$ cat src/pgs_pkg.sv
// shared types and constants of the periodic grant scheduler
package pgs_pkg;

    localparam int MaxEntries = 16;
    localparam int IdxW = $clog2(MaxEntries);
    localparam int CntW = $clog2(MaxEntries + 1);
    localparam int ResultCap = 16;

    localparam logic [3:0] FixedMcs = 4'd4;
    localparam logic [3:0] FullWidth = 4'd12;
    localparam logic [13:0] ResetInterval = 14'd20;

    typedef enum logic [1:0] {
        OP_CONFIGURE  = 2'd0,
        OP_ACTIVATE   = 2'd1,
        OP_DEACTIVATE = 2'd2,
        OP_TICK       = 2'd3
    } op_t;

    typedef enum logic [1:0] {
        ST_OK      = 2'd0,
        ST_FULL    = 2'd1,
        ST_UNKNOWN = 2'd2
    } status_t;

    // one classified request
    typedef struct packed {
        op_t         op;
        logic [15:0] ue_id;
        logic [13:0] interval_ms;
        logic [3:0]  subcarriers;
        logic [7:0]  available_rbs;
    } req_t;

    // one result item
    typedef struct packed {
        logic        grant_valid;
        logic [15:0] grant_ue;
        logic [3:0]  mcs;
        logic [7:0]  tb_size;
        logic [3:0]  grant_subcarriers;
        status_t     status;
        logic [6:0]  active_count;
        logic        last;
    } res_t;

    // transport size from subcarrier count, a small constant table
    function automatic logic [6:0] tbs_for(input logic [3:0] width);
        logic [6:0] t;
        case (width)
            4'd0, 4'd1, 4'd2: t = 7'd16;
            4'd3:  t = 7'd22;
            4'd4:  t = 7'd29;
            4'd5:  t = 7'd36;
            4'd6:  t = 7'd44;
            4'd7:  t = 7'd51;
            4'd8:  t = 7'd58;
            4'd9:  t = 7'd66;
            4'd10: t = 7'd73;
            4'd11: t = 7'd80;
            default: t = 7'd88;
        endcase
        return t;
    endfunction

endpackage

$ cat src/pgs_front.sv
// input side: accepts requests into a short queue
module pgs_front (
    input  logic            aclk,
    input  logic            aresetn,
    input  logic            s_tvalid,
    output logic            s_tready,
    input  pgs_pkg::req_t   s_req,
    output logic            q_valid,
    input  logic            q_pop,
    output pgs_pkg::req_t   q_req
);
    pgs_pkg::req_t mem_reg [2];
    logic [1:0] wr_reg, rd_reg, wr_next, rd_next;
    logic push;

    assign s_tready = (wr_reg - rd_reg) != 2'd2;
    assign push = s_tvalid && s_tready;
    assign q_valid = wr_reg != rd_reg;
    assign q_req = mem_reg[rd_reg[0]];
    assign wr_next = wr_reg + {1'b0, push};
    assign rd_next = rd_reg + {1'b0, q_pop && q_valid};

    // pointer update
    always_ff @(posedge aclk) begin
        if (!aresetn) begin
            wr_reg <= '0;
            rd_reg <= '0;
        end else begin
            wr_reg <= wr_next;
            rd_reg <= rd_next;
        end
    end

    // queue storage
    always_ff @(posedge aclk) begin
        if (push) begin
            mem_reg[wr_reg[0]] <= s_req;
        end
    end
endmodule

$ cat src/pgs_back.sv
// execution side: table, insert shift, tick scan and output register
module pgs_back (
    input  logic                  aclk,
    input  logic                  aresetn,
    input  logic                  q_valid,
    output logic                  q_pop,
    input  pgs_pkg::req_t         q_req,
    input  logic [13:0]           default_interval,
    output logic                  m_tvalid,
    input  logic                  m_tready,
    output pgs_pkg::res_t         m_res
);
    localparam int N = pgs_pkg::MaxEntries;

    typedef enum logic [4:0] {
        S_IDLE   = 5'b00001,
        S_SHIFT  = 5'b00010,
        S_WRITE  = 5'b00100,
        S_SCAN   = 5'b01000,
        S_EMIT   = 5'b10000
    } state_t;

    state_t state_reg;
    logic [N-1:0] valid_reg, active_reg;
    logic [15:0] user_reg [N];
    logic [13:0] period_reg [N];
    logic [3:0] width_reg [N];
    logic [6:0] tbs_reg [N];
    logic [31:0] due_reg [N];
    logic [31:0] now_reg;
    logic [pgs_pkg::IdxW-1:0] pos_reg;
    logic [pgs_pkg::IdxW:0] scan_reg;
    logic [4:0] grants_reg;
    logic out_valid_reg;
    pgs_pkg::res_t out_reg;
    pgs_pkg::res_t pend_reg;
    pgs_pkg::req_t req_reg;

    // lookup of the request id over the table
    logic [N-1:0] hit;
    logic [N-1:0] greater;
    logic found;
    logic [pgs_pkg::IdxW-1:0] hit_idx, ins_idx;
    logic [pgs_pkg::CntW-1:0] used;
    logic [6:0] act_cnt;
    always_comb begin
        hit_idx = '0;
        ins_idx = '0;
        found = 1'b0;
        used = '0;
        act_cnt = '0;
        for (int i = 0; i < N; i++) begin
            hit[i] = valid_reg[i] && user_reg[i] == req_reg.ue_id;
            greater[i] = valid_reg[i] && user_reg[i] > req_reg.ue_id;
            used = used + pgs_pkg::CntW'(valid_reg[i]);
            act_cnt = act_cnt + 7'(valid_reg[i] && active_reg[i]);
        end
        for (int i = N - 1; i >= 0; i--) begin
            if (hit[i]) begin
                hit_idx = pgs_pkg::IdxW'(i);
                found = 1'b1;
            end
        end
        ins_idx = used[pgs_pkg::IdxW-1:0];
        for (int i = N - 1; i >= 0; i--) begin
            if (greater[i]) ins_idx = pgs_pkg::IdxW'(i);
        end
    end

    logic full;
    assign full = used == pgs_pkg::CntW'(N);
    assign q_pop = state_reg == S_IDLE && q_valid && !out_valid_reg;
    assign m_tvalid = out_valid_reg;
    assign m_res = out_reg;

    // current scan slot
    logic [pgs_pkg::IdxW-1:0] si;
    logic [31:0] diff;
    logic due_now;
    assign si = scan_reg[pgs_pkg::IdxW-1:0];
    assign diff = now_reg - due_reg[si];
    assign due_now = valid_reg[si] && active_reg[si] && !diff[31];

    logic out_free;
    assign out_free = !out_valid_reg || m_tready;

    // sequencer
    always_ff @(posedge aclk) begin
        logic out_valid_next;
        pgs_pkg::res_t last_res;
        if (!aresetn) begin
            state_reg <= S_IDLE;
            valid_reg <= '0;
            active_reg <= '0;
            now_reg <= '0;
            out_valid_reg <= 1'b0;
        end else begin
            out_valid_next = out_valid_reg && !m_tready;
            case (state_reg)
                S_IDLE: begin
                    if (q_pop) begin
                        req_reg <= q_req;
                        scan_reg <= '0;
                        grants_reg <= '0;
                        state_reg <= (q_req.op == pgs_pkg::OP_TICK) ? S_SCAN : S_SHIFT;
                    end
                end
                S_SHIFT: begin
                    // classify and make room for a new entry
                    if (req_reg.op == pgs_pkg::OP_DEACTIVATE) begin
                        if (found) active_reg[hit_idx] <= 1'b0;
                        out_reg <= '{default: '0,
                            status: found ? pgs_pkg::ST_OK : pgs_pkg::ST_UNKNOWN,
                            active_count: act_cnt - 7'(found && active_reg[hit_idx]),
                            last: 1'b1};
                        out_valid_next = 1'b1;
                        state_reg <= S_IDLE;
                    end else if (found) begin
                        pos_reg <= hit_idx;
                        state_reg <= S_WRITE;
                    end else if (full) begin
                        out_reg <= '{default: '0, status: pgs_pkg::ST_FULL,
                            active_count: act_cnt, last: 1'b1};
                        out_valid_next = 1'b1;
                        state_reg <= S_IDLE;
                    end else begin
                        for (int i = N - 1; i > 0; i--) begin
                            if (pgs_pkg::IdxW'(i) > ins_idx) begin
                                valid_reg[i] <= valid_reg[i-1];
                                active_reg[i] <= active_reg[i-1];
                                user_reg[i] <= user_reg[i-1];
                                period_reg[i] <= period_reg[i-1];
                                width_reg[i] <= width_reg[i-1];
                                tbs_reg[i] <= tbs_reg[i-1];
                                due_reg[i] <= due_reg[i-1];
                            end
                        end
                        pos_reg <= ins_idx;
                        state_reg <= S_WRITE;
                    end
                end
                S_WRITE: begin
                    // fill the entry, activate keeps an existing entry's setup
                    if (out_free) begin
                        valid_reg[pos_reg] <= 1'b1;
                        due_reg[pos_reg] <= now_reg;
                        if (req_reg.op == pgs_pkg::OP_CONFIGURE) begin
                            active_reg[pos_reg] <= 1'b0;
                            user_reg[pos_reg] <= req_reg.ue_id;
                            period_reg[pos_reg] <= req_reg.interval_ms;
                            width_reg[pos_reg] <= req_reg.subcarriers;
                            tbs_reg[pos_reg] <= pgs_pkg::tbs_for(req_reg.subcarriers);
                        end else begin
                            active_reg[pos_reg] <= 1'b1;
                            if (!found) begin
                                user_reg[pos_reg] <= req_reg.ue_id;
                                period_reg[pos_reg] <= default_interval;
                                width_reg[pos_reg] <= pgs_pkg::FullWidth;
                                tbs_reg[pos_reg] <= pgs_pkg::tbs_for(pgs_pkg::FullWidth);
                            end
                        end
                        state_reg <= S_EMIT;
                    end
                end
                S_EMIT: begin
                    // count taken after the write settled
                    out_reg <= '{default: '0, status: pgs_pkg::ST_OK,
                        active_count: act_cnt, last: 1'b1};
                    out_valid_next = 1'b1;
                    state_reg <= S_IDLE;
                end
                S_SCAN: begin
                    // one slot per cycle unless a due slot waits on a stalled output, a found grant waits in pend_reg
                    if (scan_reg == (pgs_pkg::IdxW+1)'(N)
                        || {3'b0, grants_reg} >= req_reg.available_rbs
                        || grants_reg == 5'(pgs_pkg::ResultCap)) begin
                        if (out_free) begin
                            if (grants_reg == '0) begin
                                out_reg <= '{default: '0, status: pgs_pkg::ST_OK,
                                    active_count: act_cnt, last: 1'b1};
                            end else begin
                                last_res = pend_reg;
                                last_res.last = 1'b1;
                                out_reg <= last_res;
                            end
                            out_valid_next = 1'b1;
                            now_reg <= now_reg + 32'd1;
                            state_reg <= S_IDLE;
                        end
                    end else if (!due_now) begin
                        scan_reg <= scan_reg + 1'b1;
                    end else if (grants_reg == '0 || out_free) begin
                        // a newer grant exists, so the pending one is not the last
                        if (grants_reg != '0) begin
                            out_reg <= pend_reg;
                            out_valid_next = 1'b1;
                        end
                        pend_reg <= '{grant_valid: 1'b1, grant_ue: user_reg[si],
                            mcs: pgs_pkg::FixedMcs, tb_size: {1'b0, tbs_reg[si]},
                            grant_subcarriers: width_reg[si],
                            status: pgs_pkg::ST_OK, active_count: act_cnt,
                            last: 1'b0};
                        due_reg[si] <= now_reg + {18'b0, period_reg[si]};
                        grants_reg <= grants_reg + 5'd1;
                        scan_reg <= scan_reg + 1'b1;
                    end
                end
                default: state_reg <= S_IDLE;
            endcase
            out_valid_reg <= out_valid_next;
        end
    end
endmodule

$ cat src/periodic_grant_scheduler.sv
// top level of the periodic grant scheduler
// channel | dir | handshake     | payload
// s_      | in  | tvalid/tready | tuser: op; tdata: ue_id, interval_ms, subcarriers, available_rbs
// m_      | out | tvalid/tready | tdata + tuser + tlast
// apb     | in  | psel/penable  | default_interval_ms at address 0
// a request is registered into a two-entry queue and popped by the back end when idle with no result waiting
// configure/activate: S_SHIFT, S_WRITE, S_EMIT, then the output register; deactivate or full table: S_SHIFT only
// a tick scans one slot per cycle unless a due slot waits on a stalled output
// a found grant waits in a pending register until the next grant or the end is found
// reset is synchronous; the table needs no clearing pass
// output stalls hold the scan; the queue takes up to two more requests meanwhile
module periodic_grant_scheduler (
    input  logic        aclk,
    input  logic        aresetn,
    input  logic        s_tvalid,
    output logic        s_tready,
    input  logic [47:0] s_tdata,   // ue_id, interval_ms, subcarriers, available_rbs
    input  logic [1:0]  s_tuser,   // op
    output logic        m_tvalid,
    input  logic        m_tready,
    output logic [39:0] m_tdata,   // grant_ue, mcs, tb_size, grant_subcarriers, active_count
    output logic [2:0]  m_tuser,   // grant_valid, status
    output logic        m_tlast,
    input  logic        psel,
    input  logic        penable,
    input  logic        pwrite,
    input  logic [1:0]  paddr,
    input  logic [31:0] pwdata,
    output logic [31:0] prdata,
    output logic        pready
);
    logic [13:0] interval_reg;
    pgs_pkg::req_t s_req, q_req;
    pgs_pkg::res_t res;
    logic q_valid, q_pop;

    assign pready = 1'b1;
    assign prdata = (paddr == 2'd0) ? {18'b0, interval_reg} : 32'b0;

    // configuration register
    always_ff @(posedge aclk) begin
        if (!aresetn) interval_reg <= pgs_pkg::ResetInterval;
        else if (psel && penable && pwrite && paddr == 2'd0) interval_reg <= pwdata[13:0];
    end

    assign s_req.op = pgs_pkg::op_t'(s_tuser);
    assign s_req.ue_id = s_tdata[15:0];
    assign s_req.interval_ms = s_tdata[29:16];
    assign s_req.subcarriers = s_tdata[33:30];
    assign s_req.available_rbs = s_tdata[41:34];

    pgs_front u_front (.aclk, .aresetn, .s_tvalid, .s_tready, .s_req,
                       .q_valid, .q_pop, .q_req);

    pgs_back u_back (.aclk, .aresetn, .q_valid, .q_pop, .q_req,
                     .default_interval(interval_reg), .m_tvalid, .m_tready, .m_res(res));

    assign m_tdata = {1'b0, res.active_count, res.grant_subcarriers, res.tb_size,
                      res.mcs, res.grant_ue};
    assign m_tuser = {res.status, res.grant_valid};
    assign m_tlast = res.last;

    // assertions
    logic unused_hi;
    assign unused_hi = ^s_tdata[47:42];

    a_count: assert property (@(posedge aclk) disable iff (!aresetn)
        m_tvalid |-> res.active_count <= 7'(pgs_pkg::MaxEntries))
        else $error("active count above table size");
    a_nograntfields: assert property (@(posedge aclk) disable iff (!aresetn)
        (m_tvalid && !res.grant_valid) |-> (res.grant_ue == 16'd0 && res.last))
        else $error("empty result carries grant data");
    a_grantmcs: assert property (@(posedge aclk) disable iff (!aresetn)
        (m_tvalid && res.grant_valid) |-> res.mcs == pgs_pkg::FixedMcs)
        else $error("grant mcs wrong");
endmodule

$ cat config.mk
export PLATFORM = sky130hd
export DESIGN_NAME = periodic_grant_scheduler
export DESIGN_NICKNAME = d
export VERILOG_FILES = /design/src/pgs_pkg.sv /design/src/pgs_front.sv /design/src/pgs_back.sv /design/src/periodic_grant_scheduler.sv
export SDC_FILE = /design/constraint.sdc
export NUM_CORES = 2
export LEC_CHECK = 0
export BUFFER_PORTS_ARGS = -buffer_cell sky130_fd_sc_hd__buf_2
export CAP_MARGIN = 30
export CORE_ASPECT_RATIO = 1.4
export CORE_MARGIN = 2
export CORE_UTILIZATION = 50
export CTS_CLUSTER_DIAMETER = 120
export CTS_CLUSTER_SIZE = 16
export DETAILED_ROUTE_END_ITERATION = 12
export PLACE_DENSITY = 0.74
export SKIP_LAST_GASP = 1
export SYNTH_ARGS = -nofsm -noshare
export SYNTH_HDL_FRONTEND = slang
export SYNTH_HIERARCHICAL = 1
export SYNTH_SLANG_ARGS = --single-unit
$ cat constraint.sdc
create_clock -name aclk -period 7.55 [get_ports aclk]
set_input_delay 0.755 -clock aclk [delete_from_list [all_inputs] [get_ports aclk]]
set_output_delay 0.755 -clock aclk [all_outputs]
set_load 0.02 [all_outputs]
; After elaboration in Yosys (flattened, before gate mapping)
; Memories as Yosys holds them, arrays and structs flattened. A register that Yosys moved wholly into a read port is not among the register bits.
; Cells that the tools add are included.
[word_totals]
reg_bits = 196
ramBits = 1256
romBits = 112
input_bits = 91
mem_count = 7
[op_classes]
add_sub_neg = 39
order_cmp = 37
n_eq_ne = 80
muxes = 300
bitwise_logic = 12
reduce_logical = 121
[memory_table]
columns = memory, words, width, read_ports, rd_ports_with_merged_regs, write_ports, line_no
row1 = u_back.due_reg, 16, 32, 16, 1, 15, pgs_back.sv:29  ; logic [31:0] due_reg [N];
row2 = u_back.user_reg, 16, 16, 17, 1, 15, pgs_back.sv:25  ; logic [15:0] user_reg [N];
row3 = u_back.period_reg, 16, 14, 16, 1, 15, pgs_back.sv:26  ; logic [13:0] period_reg [N];
row4 = (name not given), 16, 7, 1, 1, 0, pgs_pkg.sv:50  ; case (width)
row5 = u_back.tbs_reg, 16, 7, 16, 1, 15, pgs_back.sv:28  ; logic [6:0] tbs_reg [N];
row6 = u_front.mem_reg, 2, 44, 1, 1, 1, pgs_front.sv:12  ; pgs_pkg::req_t mem_reg [2];
row7 = +1 memories, --, --, --, --, --, --
[op_table]
columns = operator, n
row1 = two-way mux 43 bit, 9
row2 = equality test 16 bit, 16
row3 = > comparator 16 bit, 16
row4 = two-way mux 1 bit, 195
row5 = AND reduction 6 bit, 31
row6 = two-way mux 4 bit, 46
row7 = case mux 43 bit (3 select lines), 1
row8 = adder 7 x 1 -> 7 bit, 14
row9 = two-way mux 16 bit, 6
row10 = two-way mux 15 bit, 6
row11 = adder 5 x 1 -> 5 bit, 14
row12 = two-way mux 5 bit, 13
row13 = two-way mux 32 bit, 2
row14 = OR reduction 32 bit, 2
row15 = logical AND 1 bit, 61
row16 = != test 3 x 1 -> 1 bit (second input constant), 19
row17 = != test 2 x 1 -> 1 bit (second input constant), 23
row18 = two-way mux 14 bit, 3
row19 = two-way mux 7 bit, 6
row20 = adder 32 x 1 -> 32 bit (second input constant), 1
row21 = adder 32 x 14 -> 32 bit, 1
row22 = bitwise AND 16 bit, 2
row23 = > comparator 4 bit (first input constant), 8
row24 = NOT 16 bit, 2
row25 = 50 further kinds, 92

; Longest topological paths before layout
[depth]
ltp_word = 41
depth_mapped = 23
depth_no_buf = 20

; By module
; Netlist, hierarchy kept.
[by_module_without_submodules]
columns = mod, instances, cells_each, area_each_um2, seq_area_each_um2
row1 = pgs_back, 1, 5818, 75479.9, 40538.9
row2 = pgs_front, 1, 160, 3618.5, 2742.6
row3 = periodic_grant_scheduler, 1, 101, 844.6, 280.3

; Worst setup path after synthesis
; No wires, ideal clock.
[synth_timing]
path_type = flip-flop to flip-flop
from = register u_back/req_reg[39] (netlist bit)
to = memory u_back.period_reg[0][0] (enable)
setup_ps = 490
t_arrival_ps = 5686
setup_slack_ps = 1374
path_stages_with_launch = 11
n_path_buf = 1
synth_period_minus_slack_ps = 6176
cell_sequence = edfxtp_1 -> inv_1 -> clkbuf_1 -> ha_1 -> nand4_1 -> nor4_1 -> a22oi_1 -> nand3b_1 -> nor4_1 -> nor2_1 -> nor3_1
[synth_rtl]
columns = item, line_no
row1 = "start, declared", pgs_back.sv:37  ; pgs_pkg::req_t req_reg;
row2 = "start signal, assigned", pgs_back.sv:102  ; req_reg <= q_req;
row3 = "end, declared", pgs_back.sv:26

==> metrics.txt <==
outcome=finished clean; final worst slack=between 800 and 900 ps; Comb pwr share=0.275; die area=approximately 160000 um^2; CTS Sinks=1484; Cell Area, Synth=79900 um^2; Critical Path RT=between 7000 and 8000 ps; FMAX=between 0.1 and 0.15 GHz; post-synthesis sequential area ratio=0.545; Final period util=0.884; largest net degree at the start of global routing=between 100 and 150; post-synth cell types=approximately 90; Setup CP Type=register to register; # DRC=0; Initial DRC Count=around 5800; CP bufs+invs=5; Worst setup EP type=register; HPWL Detailed=around 150000 um; final WL=about 230000 um; Largest register FFs=about 510; Avg Cell Area, Syn=around 13 um^2; Post-synth EDFFs=roughly 1400; vias per cell=6.48; total track usage=0.285; Yosys reg bits=about 1500; clock share of power=0.259; P_int=approximately 15 mW; total CTS buffers=~100; Die H=477 um; initial core utilization=0.503; Rel. slew slack=0.269; CP max FO=between 40 and 50; Die Wd=between 300 and 400 um; drt first pass iters=8; antenna violations before repair=3; Worst VDD drop=between 0.2 and 0.25 mV; # setup viols final=0; RSZ-0062 raised after global routing=no; Clock Tree Root=clkbuf_16; Ys Warns=6; PwrDens=246 nW/um^2; CP Cell Sequence=inv_1 > fa_1 > inv_1 > fa_1 > fa_1 > inv_1 > fa_1 > inv_1 > ha_1 > a211o_1 > o32ai_1 > o32a_1 > o32a_1 > a221oi_1 > nor3b_2 > nor2_1 > o21ai_0 > nand2_2 > buf_4; I/O Pins=170; fin crit period=6680 ps; CTS resizes=0; Arr. time, crit path=7070 ps; max-cap check violation count=0; Critical Path Start Type=register; Rows=~170; Psw=between 6 and 7 mW; core box area=~160000 um^2; Overflow after GRT=0; Main synth FF type=edfxtp_1; max incr delay on CP=approximately 600 ps; post-DR wirelength/cell=around 28 um; hold_buf cts=0; Post-CTS Setup Bufs=0; asr flop ratio synth=0; Sw Ratio=0.313; Final #Nets=6540; leakage=~32 nW; Clock H-tree levels=3; first-pass GRT wire length=347000 um; P&R area growth vs syn=8.24%; worst slew pin tran=about 1100 ps; delay-heaviest family, CP=adder cells; Final GP Congestion=0.984; Sequential Power Share=0.466; Fin Clk Skew=90.6 ps; final hold viol count=0; Setup WS pre-CTS=approximately 1100 ps; fraction of layout cells with a size suffix above 1=0.234; CTS max path bufs=3; Port Buffers=121; TritonCTS clock tree=yes; Via Count=53700; clock transition at the registers of the reported paths=~80 ps; TNS Setup=0 ps; Pins Over Slew Limit=0; worst-skew pair later-pin latency=between 700 and 800 ps; vias in the first global route=approximately 54000; hold crit path type=primary input to register; synthesized netlist cell count=approximately 6100; Final ANT Viol Nets=0; CP max-delay cell=a221oi_1
[path summary, 6_finish.rpt]
kind | from | endpoint | slack (ps) | cells past startpoint
hold reg to reg | u_back/req_reg[36]$_DFFE_PP_ | u_back/user_reg[0][10]$_DFFE_PP_ | 460 | 0
setup / recovery | u_back/valid_reg[7]$_SDFFE_PN0P_ | u_back/width_reg[11][0]$_DFFE_PP_ | 870 | 19
setup reg to reg | u_back/valid_reg[7]$_SDFFE_PN0P_ | u_back/width_reg[11][0]$_DFFE_PP_ | 870 | 19
hold / removal | s_tuser[1] | u_front/mem_reg[0][43]$_DFFE_PP_ | 170 | 1
[cells by family after synthesis]
family | Yosys count | share of synthesized area
compound gates | 1147 | 0.0832
xor+xnor | 69 | 0.00775
buf+inv | 592 | 0.0334
fa+ha+maj | 350 | 0.0568
mux | 970 | 0.191
other cells | 3 | 0.000141
flops | 1484 | 0.545
simple gates | 1464 | 0.0824
[synth_stat cells, drive strengths merged, types with 74 or more instances]
cell / number / area [um^2]
clkbuf: 253 / 950
mux4: 368 / 8290
edfxtp: 1384 / 41600
a21oi: 143 / 716
ha: 329 / 4120
nand3: 74 / 370
inv: 177 / 664
nor2: 162 / 618
nand4: 76 / 475
nand2: 881 / 3360
dfxtp: 100 / 2000
mux2: 552 / 6480
buf: 160 / 1040
o21ai: 731 / 3700
[per-stage QoR]
step | hold slack [ps] | power [mW] | util | cell area, um^2 | std cells
final | 173 | 21.3 | 0.545 | 86500 | 8288
after detailed placement | 445 | 15.8 | 0.525 | 83500 | 8091
after CTS | 126 | 21.3 | 0.544 | 86500 | 8283
after global routing | 156 | 22.1 | 0.545 | 86500 | 8287
after floorplan | 426 | 13.9 | - | 80000 | 6100
after global placement | 440 | 15.7 | 0.525 | 83400 | 8087
[layout by cell type (no fill, tap or decap), types with 103 or more instances in the layout]
master     instances
nand2_1          827
edfxtp_1        1384
a21oi_1          143
ha_1             327
mux2_2           452
nor2_1           158
buf_2            123
clkbuf_16        103
inv_1            175
o21ai_0          715
mux4_2           368
buf_4            138
[power groups by stage]
stage                     clock [mW]  sequential (mW)  combinational, mW
after floorplan                    0             9.84               4.02
after global placement             0             10.1               5.65
after detailed placement           0             10.1               5.74
after CTS                       5.61             9.90               5.77
after global routing            5.87             9.95               6.23
final                           5.52             9.91               5.85
[per-layer routing]
| layer | part of all wire | GRT usage | routed length (um) | vias up |
|---|---|---|---|---|
| met5 | 0.000055 | 0 | 13 | - |
| met4 | 0.070 | 0.175 | 16400 | 2 |
| met3 | 0.084 | 0.0437 | 19800 | 714 |
| met2 | 0.48 | 0.471 | 113000 | 2953 |
| met1 | 0.36 | 0.352 | 84700 | 26900 |
| li1 | - | - | - | 23200 |
[area by class of cell]
cell class / instances / area [um^2]
diodes: 2 / 5.00
clock buffers: 184 / 2880
clock inverters: 8 / 153
fillers: 12900 / 72300
inverters: 179 / 672
multi-input cells: 4024 / 34000
flip-flops and latches: 1484 / 43600
well taps: 2100 / 2630
repair buffers: 307 / 2580
Power figures use the tool's default switching activity.
